===== src/sv/wsfd_pkg.sv =====
// Shared types and constants for the WebSocket frame decoder.
package wsfd_pkg;

  typedef enum logic [1:0] {
    ST_OK      = 2'd0,
    ST_PROTO   = 2'd1,
    ST_OPCODE  = 2'd2,
    ST_TOO_BIG = 2'd3
  } wsfd_status_t;

  localparam logic [6:0] LEN_16 = 7'd126;
  localparam logic [6:0] LEN_64 = 7'd127;

  localparam logic [3:0] OP_BINARY = 4'd2;
  localparam logic [3:0] OP_CLOSE  = 4'd8;
  localparam logic [3:0] OP_PONG   = 4'd10;

  localparam logic [3:0] KO_SHORT = 4'd2;
  localparam logic [3:0] KO_16    = 4'd4;
  localparam logic [3:0] KO_64    = 4'd10;
  localparam logic [3:0] KEY_LEN  = 4'd4;
  localparam logic [3:0] HI_LEN_END = 4'd6;

  localparam logic [31:0] LIMIT_RESET = 32'd65536;

  typedef struct packed {
    logic       valid;
    logic [7:0] data;
    logic       last;
  } wsfd_item_t;

  typedef struct packed {
    logic         has_payload;
    logic [7:0]   payload;
    logic         frame_end;
    wsfd_status_t status;
    logic [3:0]   opcode;
    logic         fin;
    logic [31:0]  length;
  } wsfd_res_t;

endpackage


===== src/sv/wsfd_in_stage.sv =====
// Input register stage: holds one request until the parser takes it.
module wsfd_in_stage
  import wsfd_pkg::*;
(
  input  logic       clk,
  input  logic       rst_n,
  input  logic       in_valid,
  output logic       in_stall,
  input  logic [7:0] in_byte,
  input  logic       in_last_byte,
  input  logic       take,
  output wsfd_item_t item
);

  logic       valid_r, valid_nxt;
  logic [7:0] data_r;
  logic       last_r;
  logic       load;

  assign in_stall = valid_r && !take;
  assign load     = in_valid && !in_stall;

  always_comb begin
    valid_nxt = valid_r;
    if (load) begin
      valid_nxt = 1'b1;
    end else if (take) begin
      valid_nxt = 1'b0;
    end
  end

  always_ff @(posedge clk) begin
    if (!rst_n) begin
      valid_r <= 1'b0;
    end else begin
      valid_r <= valid_nxt;
    end
  end

  always_ff @(posedge clk) begin
    if (load) begin
      data_r <= in_byte;
      last_r <= in_last_byte;
    end
  end

  assign item.valid = valid_r;
  assign item.data  = data_r;
  assign item.last  = last_r;

endmodule


===== src/sv/wsfd_parser.sv =====
// Frame header decode, payload unmask and end-of-message status.
module wsfd_parser
  import wsfd_pkg::*;
(
  input  logic        clk,
  input  logic        rst_n,
  input  logic        cfg_wr_en,
  input  logic [31:0] cfg_wr_data,
  input  wsfd_item_t  item,
  input  logic        out_free,
  output logic        take,
  output logic        res_load,
  output wsfd_res_t   res
);

  logic [31:0]  limit_r;
  logic [7:0]   fhb_r, fhb_nxt;
  logic [3:0]   hdr_cnt_r, hdr_cnt_nxt;
  logic [32:0]  pay_cnt_r, pay_cnt_nxt;
  logic [31:0]  dl_r, dl_nxt;
  logic [6:0]   lc_r, lc_nxt;
  logic [31:0]  key_r, key_nxt;
  logic         hln_r, hln_nxt;
  wsfd_status_t hf_r, hf_nxt;

  logic [3:0]   ko, ko_nxt;
  logic [3:0]   op;
  logic         in_pay;
  logic         has;
  logic [7:0]   key_byte;
  logic         produce;
  wsfd_status_t st;

  always_comb begin
    ko = (lc_r == LEN_16) ? KO_16 : ((lc_r == LEN_64) ? KO_64 : KO_SHORT);
    fhb_nxt = fhb_r;
    dl_nxt  = dl_r;
    lc_nxt  = lc_r;
    key_nxt = key_r;
    hln_nxt = hln_r;
    hf_nxt  = hf_r;
    op      = fhb_r[3:0];
    in_pay  = 1'b0;
    has     = 1'b0;

    case (pay_cnt_r[1:0])
      2'd0:    key_byte = key_r[31:24];
      2'd1:    key_byte = key_r[23:16];
      2'd2:    key_byte = key_r[15:8];
      default: key_byte = key_r[7:0];
    endcase

    if (hdr_cnt_r == 4'd0) begin
      fhb_nxt = item.data;
    end else if (hdr_cnt_r == 4'd1) begin
      lc_nxt = item.data[6:0];
      if (fhb_r[6:4] != 3'd0) begin
        hf_nxt = ST_PROTO;
      end else if (!(op <= OP_BINARY || (op >= OP_CLOSE && op <= OP_PONG))) begin
        hf_nxt = ST_OPCODE;
      end else if (!item.data[7]) begin
        hf_nxt = ST_PROTO;
      end else begin
        hf_nxt = ST_OK;
      end
      if (item.data[6:0] < LEN_16) begin
        dl_nxt = {25'd0, item.data[6:0]};
      end
    end else if (hdr_cnt_r < ko) begin
      if (lc_r == LEN_64 && hdr_cnt_r < HI_LEN_END) begin
        if (item.data != 8'd0) begin
          hln_nxt = 1'b1;
        end
      end else begin
        dl_nxt = {dl_r[23:0], item.data};
      end
    end else if (hdr_cnt_r < ko + KEY_LEN) begin
      key_nxt = {key_r[23:0], item.data};
    end else begin
      in_pay = 1'b1;
      if (hf_r == ST_OK && !hln_r && pay_cnt_r < {1'b0, dl_r}) begin
        has = 1'b1;
      end
    end

    hdr_cnt_nxt = (hdr_cnt_r == 4'hF) ? hdr_cnt_r : hdr_cnt_r + 4'd1;
    pay_cnt_nxt = (in_pay && pay_cnt_r != '1) ? pay_cnt_r + 33'd1 : pay_cnt_r;

    ko_nxt = (lc_nxt == LEN_16) ? KO_16 : ((lc_nxt == LEN_64) ? KO_64 : KO_SHORT);
    if (hdr_cnt_nxt < 4'd2) begin
      st = ST_PROTO;
    end else if (hf_nxt != ST_OK) begin
      st = hf_nxt;
    end else if (lc_nxt == LEN_16 && hdr_cnt_nxt < KO_16) begin
      st = ST_PROTO;
    end else if (lc_nxt == LEN_64 && hdr_cnt_nxt < KO_64) begin
      st = ST_PROTO;
    end else if (lc_nxt == LEN_64 && hln_nxt) begin
      st = ST_TOO_BIG;
    end else if (hdr_cnt_nxt < ko_nxt + KEY_LEN) begin
      st = ST_PROTO;
    end else if (pay_cnt_nxt != {1'b0, dl_nxt}) begin
      st = ST_PROTO;
    end else if (dl_nxt >= limit_r) begin
      st = ST_TOO_BIG;
    end else begin
      st = ST_OK;
    end
  end

  assign produce  = has || item.last;
  assign take     = item.valid && (!produce || out_free);
  assign res_load = take && produce;

  assign res.has_payload = has;
  assign res.payload     = has ? (item.data ^ key_byte) : 8'd0;
  assign res.frame_end   = item.last;
  assign res.status      = item.last ? st : ST_OK;
  assign res.opcode      = item.last ? fhb_nxt[3:0] : 4'd0;
  assign res.fin         = item.last ? fhb_nxt[7] : 1'b0;
  assign res.length      = item.last ? dl_nxt : 32'd0;

  always_ff @(posedge clk) begin
    if (!rst_n) begin
      limit_r <= LIMIT_RESET;
    end else if (cfg_wr_en) begin
      limit_r <= cfg_wr_data;
    end
  end

  always_ff @(posedge clk) begin
    if (!rst_n) begin
      fhb_r     <= 8'd0;
      hdr_cnt_r <= 4'd0;
      pay_cnt_r <= 33'd0;
      dl_r      <= 32'd0;
      lc_r      <= 7'd0;
      key_r     <= 32'd0;
      hln_r     <= 1'b0;
      hf_r      <= ST_OK;
    end else if (take) begin
      if (item.last) begin
        fhb_r     <= 8'd0;
        hdr_cnt_r <= 4'd0;
        pay_cnt_r <= 33'd0;
        dl_r      <= 32'd0;
        lc_r      <= 7'd0;
        key_r     <= 32'd0;
        hln_r     <= 1'b0;
        hf_r      <= ST_OK;
      end else begin
        fhb_r     <= fhb_nxt;
        hdr_cnt_r <= hdr_cnt_nxt;
        pay_cnt_r <= pay_cnt_nxt;
        dl_r      <= dl_nxt;
        lc_r      <= lc_nxt;
        key_r     <= key_nxt;
        hln_r     <= hln_nxt;
        hf_r      <= hf_nxt;
      end
    end
  end

  a_no_fault_too_big: assert property (@(posedge clk) disable iff (!rst_n)
    hf_r != ST_TOO_BIG)
    else $error("header fault holds the too-big code");

  a_clear_after_last: assert property (@(posedge clk) disable iff (!rst_n)
    take && item.last |=> hdr_cnt_r == 4'd0 && pay_cnt_r == 33'd0)
    else $error("frame state not cleared after last byte");

  a_payload_after_key: assert property (@(posedge clk) disable iff (!rst_n)
    res_load && res.has_payload |-> hdr_cnt_r >= KO_SHORT + KEY_LEN && hf_r == ST_OK)
    else $error("payload emitted before header and key complete");

  a_pay_cnt_in_payload: assert property (@(posedge clk) disable iff (!rst_n)
    pay_cnt_r != 33'd0 |-> hdr_cnt_r >= KO_SHORT + KEY_LEN)
    else $error("payload count advanced inside header");

endmodule


===== src/sv/wsfd_out_reg.sv =====
// Result register: holds one result until the receiver takes it.
module wsfd_out_reg
  import wsfd_pkg::*;
(
  input  logic        clk,
  input  logic        rst_n,
  input  logic        res_load,
  input  wsfd_res_t   res,
  output logic        out_free,
  output logic        out_valid,
  input  logic        out_stall,
  output logic        out_has_payload,
  output logic [7:0]  out_payload_out,
  output logic        out_frame_end,
  output logic [1:0]  out_status,
  output logic [3:0]  out_frame_opcode,
  output logic        out_frame_fin,
  output logic [31:0] out_frame_length
);

  logic      valid_r, valid_nxt;
  wsfd_res_t res_r;

  assign out_free  = !valid_r || !out_stall;
  assign valid_nxt = res_load || (valid_r && out_stall);

  always_ff @(posedge clk) begin
    if (!rst_n) begin
      valid_r <= 1'b0;
    end else begin
      valid_r <= valid_nxt;
    end
  end

  always_ff @(posedge clk) begin
    if (res_load) begin
      res_r <= res;
    end
  end

  assign out_valid        = valid_r;
  assign out_has_payload  = res_r.has_payload;
  assign out_payload_out  = res_r.payload;
  assign out_frame_end    = res_r.frame_end;
  assign out_status       = res_r.status;
  assign out_frame_opcode = res_r.opcode;
  assign out_frame_fin    = res_r.fin;
  assign out_frame_length = res_r.length;

endmodule


===== src/sv/websocket_frame_decode_unmask.sv =====
// Top level of the server-side WebSocket frame decoder and unmasker.
//
// Input channel: one raw message byte per request (in_byte), with
// in_last_byte marking the final byte of the message. The message holds one
// frame. Result channel: one request per payload byte (out_has_payload,
// out_payload_out unmasked) and one at the last byte (out_frame_end with
// out_status, out_frame_opcode, out_frame_fin, out_frame_length); header
// bytes give no result. cfg_wr_en writes the payload limit from cfg_wr_data;
// the user must do it only while the block is idle; no check enforces this.
// A byte taken into the input register is decoded there by the parser and
// its result is loaded into the output register unless a stalled result
// there holds it back in the input register.
// Throughput: one byte per cycle unless the receiver stalls a full result
// register, set by the header/unmask update of the parser state per byte.
// Reset (rst_n low at a clock edge) empties both registers, clears the frame
// state and sets the limit to 65536.
// When the receiver stalls, the result register holds; bytes that produce no
// result still pass, and the first byte that needs the result register
// waits in the input register, which then stalls the sender.
module websocket_frame_decode_unmask
  import wsfd_pkg::*;
(
  input  logic        clk,
  input  logic        rst_n,
  input  logic        cfg_wr_en,
  input  logic [31:0] cfg_wr_data,
  input  logic        in_valid,
  output logic        in_stall,
  input  logic [7:0]  in_byte,
  input  logic        in_last_byte,
  output logic        out_valid,
  input  logic        out_stall,
  output logic        out_has_payload,
  output logic [7:0]  out_payload_out,
  output logic        out_frame_end,
  output logic [1:0]  out_status,
  output logic [3:0]  out_frame_opcode,
  output logic        out_frame_fin,
  output logic [31:0] out_frame_length
);

  wsfd_item_t item;
  wsfd_res_t  res;
  logic       take;
  logic       res_load;
  logic       out_free;

  wsfd_in_stage u_in_stage (
    .clk          (clk),
    .rst_n        (rst_n),
    .in_valid     (in_valid),
    .in_stall     (in_stall),
    .in_byte      (in_byte),
    .in_last_byte (in_last_byte),
    .take         (take),
    .item         (item)
  );

  wsfd_parser u_parser (
    .clk         (clk),
    .rst_n       (rst_n),
    .cfg_wr_en   (cfg_wr_en),
    .cfg_wr_data (cfg_wr_data),
    .item        (item),
    .out_free    (out_free),
    .take        (take),
    .res_load    (res_load),
    .res         (res)
  );

  wsfd_out_reg u_out_reg (
    .clk              (clk),
    .rst_n            (rst_n),
    .res_load         (res_load),
    .res              (res),
    .out_free         (out_free),
    .out_valid        (out_valid),
    .out_stall        (out_stall),
    .out_has_payload  (out_has_payload),
    .out_payload_out  (out_payload_out),
    .out_frame_end    (out_frame_end),
    .out_status       (out_status),
    .out_frame_opcode (out_frame_opcode),
    .out_frame_fin    (out_frame_fin),
    .out_frame_length (out_frame_length)
  );

endmodule


===== config.mk =====
export PLATFORM = sky130hd
export DESIGN_NAME = websocket_frame_decode_unmask
export DESIGN_NICKNAME = d
export VERILOG_FILES = /design/src/sv/wsfd_pkg.sv /design/src/sv/wsfd_in_stage.sv /design/src/sv/wsfd_parser.sv /design/src/sv/wsfd_out_reg.sv /design/src/sv/websocket_frame_decode_unmask.sv
export SDC_FILE = /design/constraint.sdc
export NUM_CORES = 1
export LEC_CHECK = 0
export ABC_AREA = 1
export BUFFER_PORTS_ARGS = -buffer_cell sky130_fd_sc_hd__buf_2
export CAP_MARGIN = 25
export CORE_UTILIZATION = 61
export CTS_CLUSTER_DIAMETER = 30
export CTS_CLUSTER_SIZE = 16
export DETAILED_ROUTE_END_ITERATION = 16
export GPL_ROUTABILITY_DRIVEN = 0
export PLACE_DENSITY_LB_ADDON = 0.1
export SETUP_SLACK_MARGIN = 0.15
export SYNTH_ARGS = -nofsm -noshare
export SYNTH_HDL_FRONTEND = slang
export SYNTH_SLANG_ARGS = --single-unit
export TNS_END_PERCENT = 30

===== constraint.sdc =====
create_clock -name clk -period 4.3 [get_ports clk]
set_input_delay 0.86 -clock clk [delete_from_list [all_inputs] [get_ports clk]]
set_output_delay 0.86 -clock clk [all_outputs]
set_load 0.1 [all_outputs]

* Word-level counts from Yosys, hierarchy flattened
Index checks and enable logic that the tools add are counted.
Widths: inputs -> output; s select.
** Word-level totals
- Register bits :: 211
- Bits in latches :: 0
- Memory bits (writable) :: 0
- ROM bits :: 0
- Output and inout bits :: 51
- Word-level logic and storage cells :: 146
- Memories :: 0
** Cells by class
- Add/subtract/negate cells :: 4
- $mul :: 0
- Div/mod/pow operators :: 0
- $lt $le $gt $ge :: 13
- Equal/unequal tests :: 13
- Shifts and indexed selects :: 0
- Multiplexer cells :: 56
- Bitwise gates (word level) :: 2
- Reduce and logical (&&, ||, !) cells :: 36
** Operators by type and width (number)
- $mux 32 :: 11
- $mux 33 :: 2
- $add 33x1->33 const B :: 1
- $lt 33x32->1 :: 1
- $ne 33x32->1 :: 1
- $ne 33x33->1 const B :: 1
- $ge 32x32->1 :: 1
- $eq 7x7->1 const B :: 4
- $mux 2 :: 12
- $mux 4 :: 6
- $pmux 8 s3 :: 1
- $mux 7 :: 3
- $mux 1 :: 19
- $mux 8 :: 2
- $logic_and 1x1->1 :: 13
- $lt 4x4->1 :: 3
- $add 4x3->4 const B :: 2
- $lt 4x3->1 const B :: 2
- $reduce_bool 2->1 :: 4
- $reduce_bool 8->1 :: 1
- $xor 8x8->8 :: 1
- $lt 7x7->1 const B :: 1
- $logic_not 1->1 :: 6
- $ne 2x2->1 const B :: 3
- other kinds (18) :: 23

* Depth between registers and ports, before layout
- Depth in word-level cells :: 19
- Mapped depth :: 29
- Gate-level depth less buffers :: 29

* Hierarchy
Synthesis repeated with hierarchy kept, for this count alone.
** Unflattened totals
- Cells, all modules :: 1841
- Area, all modules :: 12871.1 um^2
** Modules (own cells, without submodules)
- wsfd_parser :: times used 1, cells each 1768, area an instance 11021.8 um^2, sequential area each 3022.9 um^2
- wsfd_out_reg :: times used 1, cells each 54, area an instance 1514.0 um^2, sequential area each 1491.4 um^2
- wsfd_in_stage :: times used 1, cells each 19, area an instance 335.3 um^2, sequential area each 290.3 um^2

* Least setup slack after synthesis
Ideal clock, no wire load.
- Kind :: register -> output
- Start point :: register u_parser.lc_r[3]
- End point :: output port in_stall
- Arrival :: 3.195 ns
- Path slack :: 0.245 ns
- Cell stages (with the launch flop) :: 15
- Buffers on the path :: 0
- Cell sequence :: dfxtp_1 -> nand2_2 -> nor2_2 -> o21ai_0 -> ha_1 -> inv_1 -> nor2_1 -> nand2_1 -> nand2_2 -> nand3_4 -> a2111oi_4 -> nand2_2 -> nand2_2 -> nand2_2 -> nor2_1
** Between the ends
- Longest elaborated chain between the ends :: 15
- Elaborated cells between the ends (all ways) :: 17
** Ends and longest elaborated chain
- start, declared :: RTL line wsfd_parser.sv:21 : logic [6:0] lc_r, lc_nxt;
- start signal, assigned :: RTL line wsfd_parser.sv:156 : lc_r <= lc_nxt;
- $eq 7x7->1 :: RTL line wsfd_parser.sv:35 : ko = (lc_r == LEN_16) ? KO_16 : ((lc_r == LEN_64) ? KO_64 : KO_SHORT);
- $mux 4 :: RTL line wsfd_parser.sv:35
- $mux 4 (*) :: RTL line wsfd_parser.sv:35
- $add 4x3->4 :: RTL line wsfd_parser.sv:77 : end else if (hdr_cnt_r < ko + KEY_LEN) begin
- $lt 4x4->1 :: RTL line wsfd_parser.sv:77
- $mux 1 :: RTL line wsfd_parser.sv:77
- $mux 1 (*) :: RTL line wsfd_parser.sv:69 : end else if (hdr_cnt_r < ko) begin
- $mux 1 (*) :: RTL line wsfd_parser.sv:55 : end else if (hdr_cnt_r == 4'd1) begin
- $mux 1 (*) :: RTL line wsfd_parser.sv:53 : if (hdr_cnt_r == 4'd0) begin
- $logic_or 1x1->1 (*) :: RTL line wsfd_parser.sv:111 : assign produce = has || item.last;
- $logic_not 1->1 (*) :: RTL line wsfd_parser.sv:112 : assign take = item.valid && (!produce || out_free);
- $logic_or 1x1->1 (*) :: RTL line wsfd_parser.sv:112
- $logic_and 1x1->1 (*) :: RTL line wsfd_parser.sv:112
- $logic_not 1->1 (*) :: RTL line wsfd_in_stage.sv:20 : assign in_stall = valid_r && !take;
- $logic_and 1x1->1 (*) :: RTL line wsfd_in_stage.sv:20
- end, declared :: RTL line websocket_frame_decode_unmask.sv:28 : output logic in_stall,
Every way passes the cells marked *; elsewhere a longest branch is shown, timed or not.

* Worst setup path in the final report
- Start point :: register u_parser.dl_r[2]
- End point :: output port in_stall
** Between the ends
- Longest elaborated chain between the ends :: 13
** Ends and longest elaborated chain
- start, declared :: RTL line wsfd_parser.sv:20 : logic [31:0] dl_r, dl_nxt;
- start signal, assigned :: RTL line wsfd_parser.sv:155 : dl_r <= dl_nxt;
- $lt 33x32->1 :: RTL line wsfd_parser.sv:81 : if (hf_r == ST_OK && !hln_r && pay_cnt_r < {1'b0, dl_r}) begin
- $logic_and 1x1->1 :: RTL line wsfd_parser.sv:81
- $mux 1 :: RTL line wsfd_parser.sv:81
- $mux 1 :: RTL line wsfd_parser.sv:77
- $mux 1 :: RTL line wsfd_parser.sv:69
- $mux 1 :: RTL line wsfd_parser.sv:55
- $mux 1 :: RTL line wsfd_parser.sv:53
- $logic_or 1x1->1 :: RTL line wsfd_parser.sv:111
- $logic_not 1->1 :: RTL line wsfd_parser.sv:112
- $logic_or 1x1->1 :: RTL line wsfd_parser.sv:112
- $logic_and 1x1->1 :: RTL line wsfd_parser.sv:112
- $logic_not 1->1 :: RTL line wsfd_in_stage.sv:20
- $logic_and 1x1->1 :: RTL line wsfd_in_stage.sv:20
No other way between the ends.

==> qor.yml <==
power_density_nw_per_um2: 458
dr.pass1.iters: 6
r2r_start: "u_parser.lc_r[3]"
worst-r2r-setup-slack_ns: 0.33
crit_type: "reg -> out"
min_to: "u_parser.limit_r[2]"
rsz0062_at_grt: "true"
maxSlewViolCount: 0
num_vias: 12600
tightest_slew_ns: 1.03
maxUsedRoutingLayer: "met4"
viasPerCell: 5.83
postCtsHoldBufs: 0
outcome: "finished clean"
max-slew-margin-rel: 0.313
max-vdd-ir-drop_v: 0.000348
grt_pass1_vias: 11300
postSynthAreaPerCell_um2: 7.51
worstReg2RegEnd: "u_out_reg.out_status[1]"
fin_crit_ns: 4.01
area_growth_pct: 17.9
synth_nets: 1867
final_nets: 1967
hp-start: "u_parser.limit_r[2]"
hp-class: "reg -> reg"
wl_met1_um: 16500
io_buffers: 96
antenna_cells: 0
critPathRequiredTime_ns: 3.44
dieArea_um2: 22000
synth-async-reset-ratio: 0
root_buffer: "clkbuf_16"
die_h_um: 148
ios: 97
cap_violations: 0
clk_path_buf_depth: 3
antenna_found_initial: 0
grt_pass1_wl_um: 60000
worstSetupEndpointType: "output port"
dpl_cell_area_um2: 13800
fin_area_um2: 15400
insertion_delay_ns: 0.53
tritoncts: "done"
dp_slack_ns: 0.202
fin_ws_ns: 0.288
wl_met2_um: 16400
finalHoldViolations: 0
wl_um: 38400
cp_max_fo: 3
skew_ns: 0.0160
die_w_um: 148
dr.first_iter.drc_count: 1394
synth_cell_types: 48
drcViolationCount: 0
h-tree-depth: 2
ys_ff_latch: 211
finalCritPeriodShare: 0.933
path_clk_slew_ns: 0.05
drive_above_1_share: 0.183
hold_depth: 2
synthFlopType: "dfxtp_1"
cts_sinks: 211
route.detailed.wl_per_inst_um: 17.8
setup_viol: 0
coreArea_um2: 21000
yosysSeqAreaShare: 0.367
finalSetupTns_ns: 0
cts_buffers: 45
overflow: 0
initial_core_util: 0.623
dp_hpwl_um: 27300
fmax_ghz: 0.249
synthCells: 1744
reg2reg_depth: 23
postRouteAntennaNets: 0
p_leak_nw: 6.69
cp.arrival_ns: 3.15
synth_edf_count: 58
grt_use_total: 0.350
rows: 53
synth_warnings: 0
met3_length_um: 4190
syn_area_um2: 13100
critPathLaunchType: "register"
grt_max_degree: 79
## synthesized netlist by cell type, types with 4 or more instances
| master | instances | share of area |
|---|---|---|
| buf_2 | 21 | 0.0080 |
| dfxtp_1 | 153 | 0.23 |
| nor2_1 | 206 | 0.059 |
| nor4_1 | 4 | 0.0019 |
| nand3_1 | 118 | 0.045 |
| xor2_1 | 25 | 0.017 |
| ha_1 | 77 | 0.074 |
| nor3_1 | 25 | 0.0096 |
| nand2_1 | 413 | 0.12 |
| o21ai_1 | 7 | 0.0027 |
| nand4_1 | 41 | 0.020 |
| a21oi_1 | 125 | 0.048 |
| o21ai_0 | 71 | 0.027 |
| buf_4 | 13 | 0.0075 |
| edfxtp_1 | 58 | 0.13 |
| nand2_2 | 11 | 0.0053 |
| inv_1 | 189 | 0.054 |
| buf_1 | 4 | 0.0011 |
| a21boi_0 | 4 | 0.0023 |
| clkbuf_1 | 31 | 0.0089 |
| a211oi_1 | 4 | 0.0023 |
| nor2_4 | 4 | 0.0034 |
| a211oi_2 | 78 | 0.075 |
| or2_2 | 10 | 0.0048 |
| inv_2 | 7 | 0.0020 |
| buf_6 | 9 | 0.0077 |
| nand2_4 | 4 | 0.0034 |
## sequential cells by signal, summed over array words and instances, names as in the netlist, 2 cells and up
register,flops
u_out_reg.out_payload_out,8
u_out_reg.out_frame_opcode,4
u_parser.hf_r,2
u_parser.pay_cnt_r,33
u_parser.dl_r,32
u_parser.limit_r,32
u_parser.lc_r,7
u_parser.fhb_r,8
u_out_reg.out_frame_length,32
u_out_reg.out_status,2
u_parser.hdr_cnt_r,4
u_parser.key_r,32
u_in_stage.data_r,8
## power by group
part | internal [mW] | switching (mW)
sequential | 2.15 | 0.0859
clock | 2.40 | 1.11
combinational | 0.385 | 0.930
## per-layer routing
metal	up-vias	global-route usage
li1	6035	-
met1	5780	0.501
met2	651	0.510
met3	94	0.0715
met4	0	0.143
met5	-	0
## worst max path at each step
stage	from	end	slack [ns]	depth (start not counted)
final	u_parser.dl_r[2]	in_stall	0.29	16
after global routing	u_parser.lc_r[3]	u_out_reg.out_status[1]	0.08	24
after CTS	u_parser.dl_r[2]	in_stall	0.15	16
after detailed placement	u_parser.lc_r[3]	u_out_reg.out_status[0]	0.20	22
after global placement	u_parser.pay_cnt_r[1]	u_out_reg.out_status[0]	0.35	23
after floorplan	u_parser.lc_r[3]	in_stall	0.24	14
## final cells by class
| type | count | area (µm²) |
|---|---|---|
| Sequential cell | 211 | 4810 |
| Fill cell | 1678 | 5600 |
| Multi-Input combinational cell | 1258 | 7160 |
| Clock inverter | 24 | 283 |
| Clock buffer | 59 | 1280 |
| Timing Repair Buffer | 130 | 808 |
| Tap cell | 275 | 344 |
| Inverter | 198 | 744 |
## kinds of logic (layout without fill, tap and decap cells)
group	after synthesis	in the layout	synth area share
xor gates and xnor gates	25	25	0.0167
adders and majority gates	77	77	0.0736
AOI/OAI and AO/OA	305	305	0.169
muxes	3	3	0.00229
and+or+nand+nor	847	848	0.282
buffers and inverters	276	411	0.0900
DFF	211	211	0.367
## worst max-delay path, stage by stage, from the launching register on
cell and delay, ns:
dfxtp_1 0.38, inv_1 0.13, ha_1 0.33, a21oi_1 0.13, o21ai_0 0.08, nor2_1 0.12
nor2_1 0.06, o21ai_0 0.19, nand2_1 0.14, nand2_1 0.08, nand3_1 0.16, nand2_2 0.16
nand2_4 0.08, nand2_2 0.08, nand2_2 0.07, nor2_1 0.17, buf_6 0.25
## placed cells by master, fill, tap and decap left out, drive strengths merged, types with 4 or more instances in the layout
| cell type | instances |
|---|---|
| nand2 | 428 |
| nor2 | 215 |
| inv | 199 |
| dfxtp | 153 |
| buf | 130 |
| a21oi | 126 |
| nand3 | 120 |
| a211oi | 82 |
| o21ai | 81 |
| ha | 77 |
| clkbuf | 59 |
| edfxtp | 58 |
| nand4 | 44 |
| nor3 | 25 |
| xor2 | 25 |
| clkinv | 14 |
| or2 | 10 |
| bufinv | 5 |
| a21boi | 4 |
| clkinvlp | 4 |
| nor4 | 4 |
## timing repair
item                                   CTS  global route
endpoints found under the hold margin    0             0
setup endpoints to repair                1            34
buffers inserted                         0             3
resized for setup                        1            11
pin swaps                                0             3
gates cloned                             0             1
## metrics by stage
stage / util / hold slack [ns] / std cells / power, mW
3_3_place_gp: 0.655 / 0.452 / 2067 / 3.49
2_1_floorplan: - / 0.439 / 1744 / 3.17
6_report: 0.734 / 0.470 / 2155 / 7.06
3_5_place_dp: 0.656 / 0.458 / 2068 / 3.52
5_1_grt: 0.734 / 0.482 / 2155 / 7.32
4_1_cts: 0.731 / 0.468 / 2151 / 7.03
(Power assumes the default switching activity.)
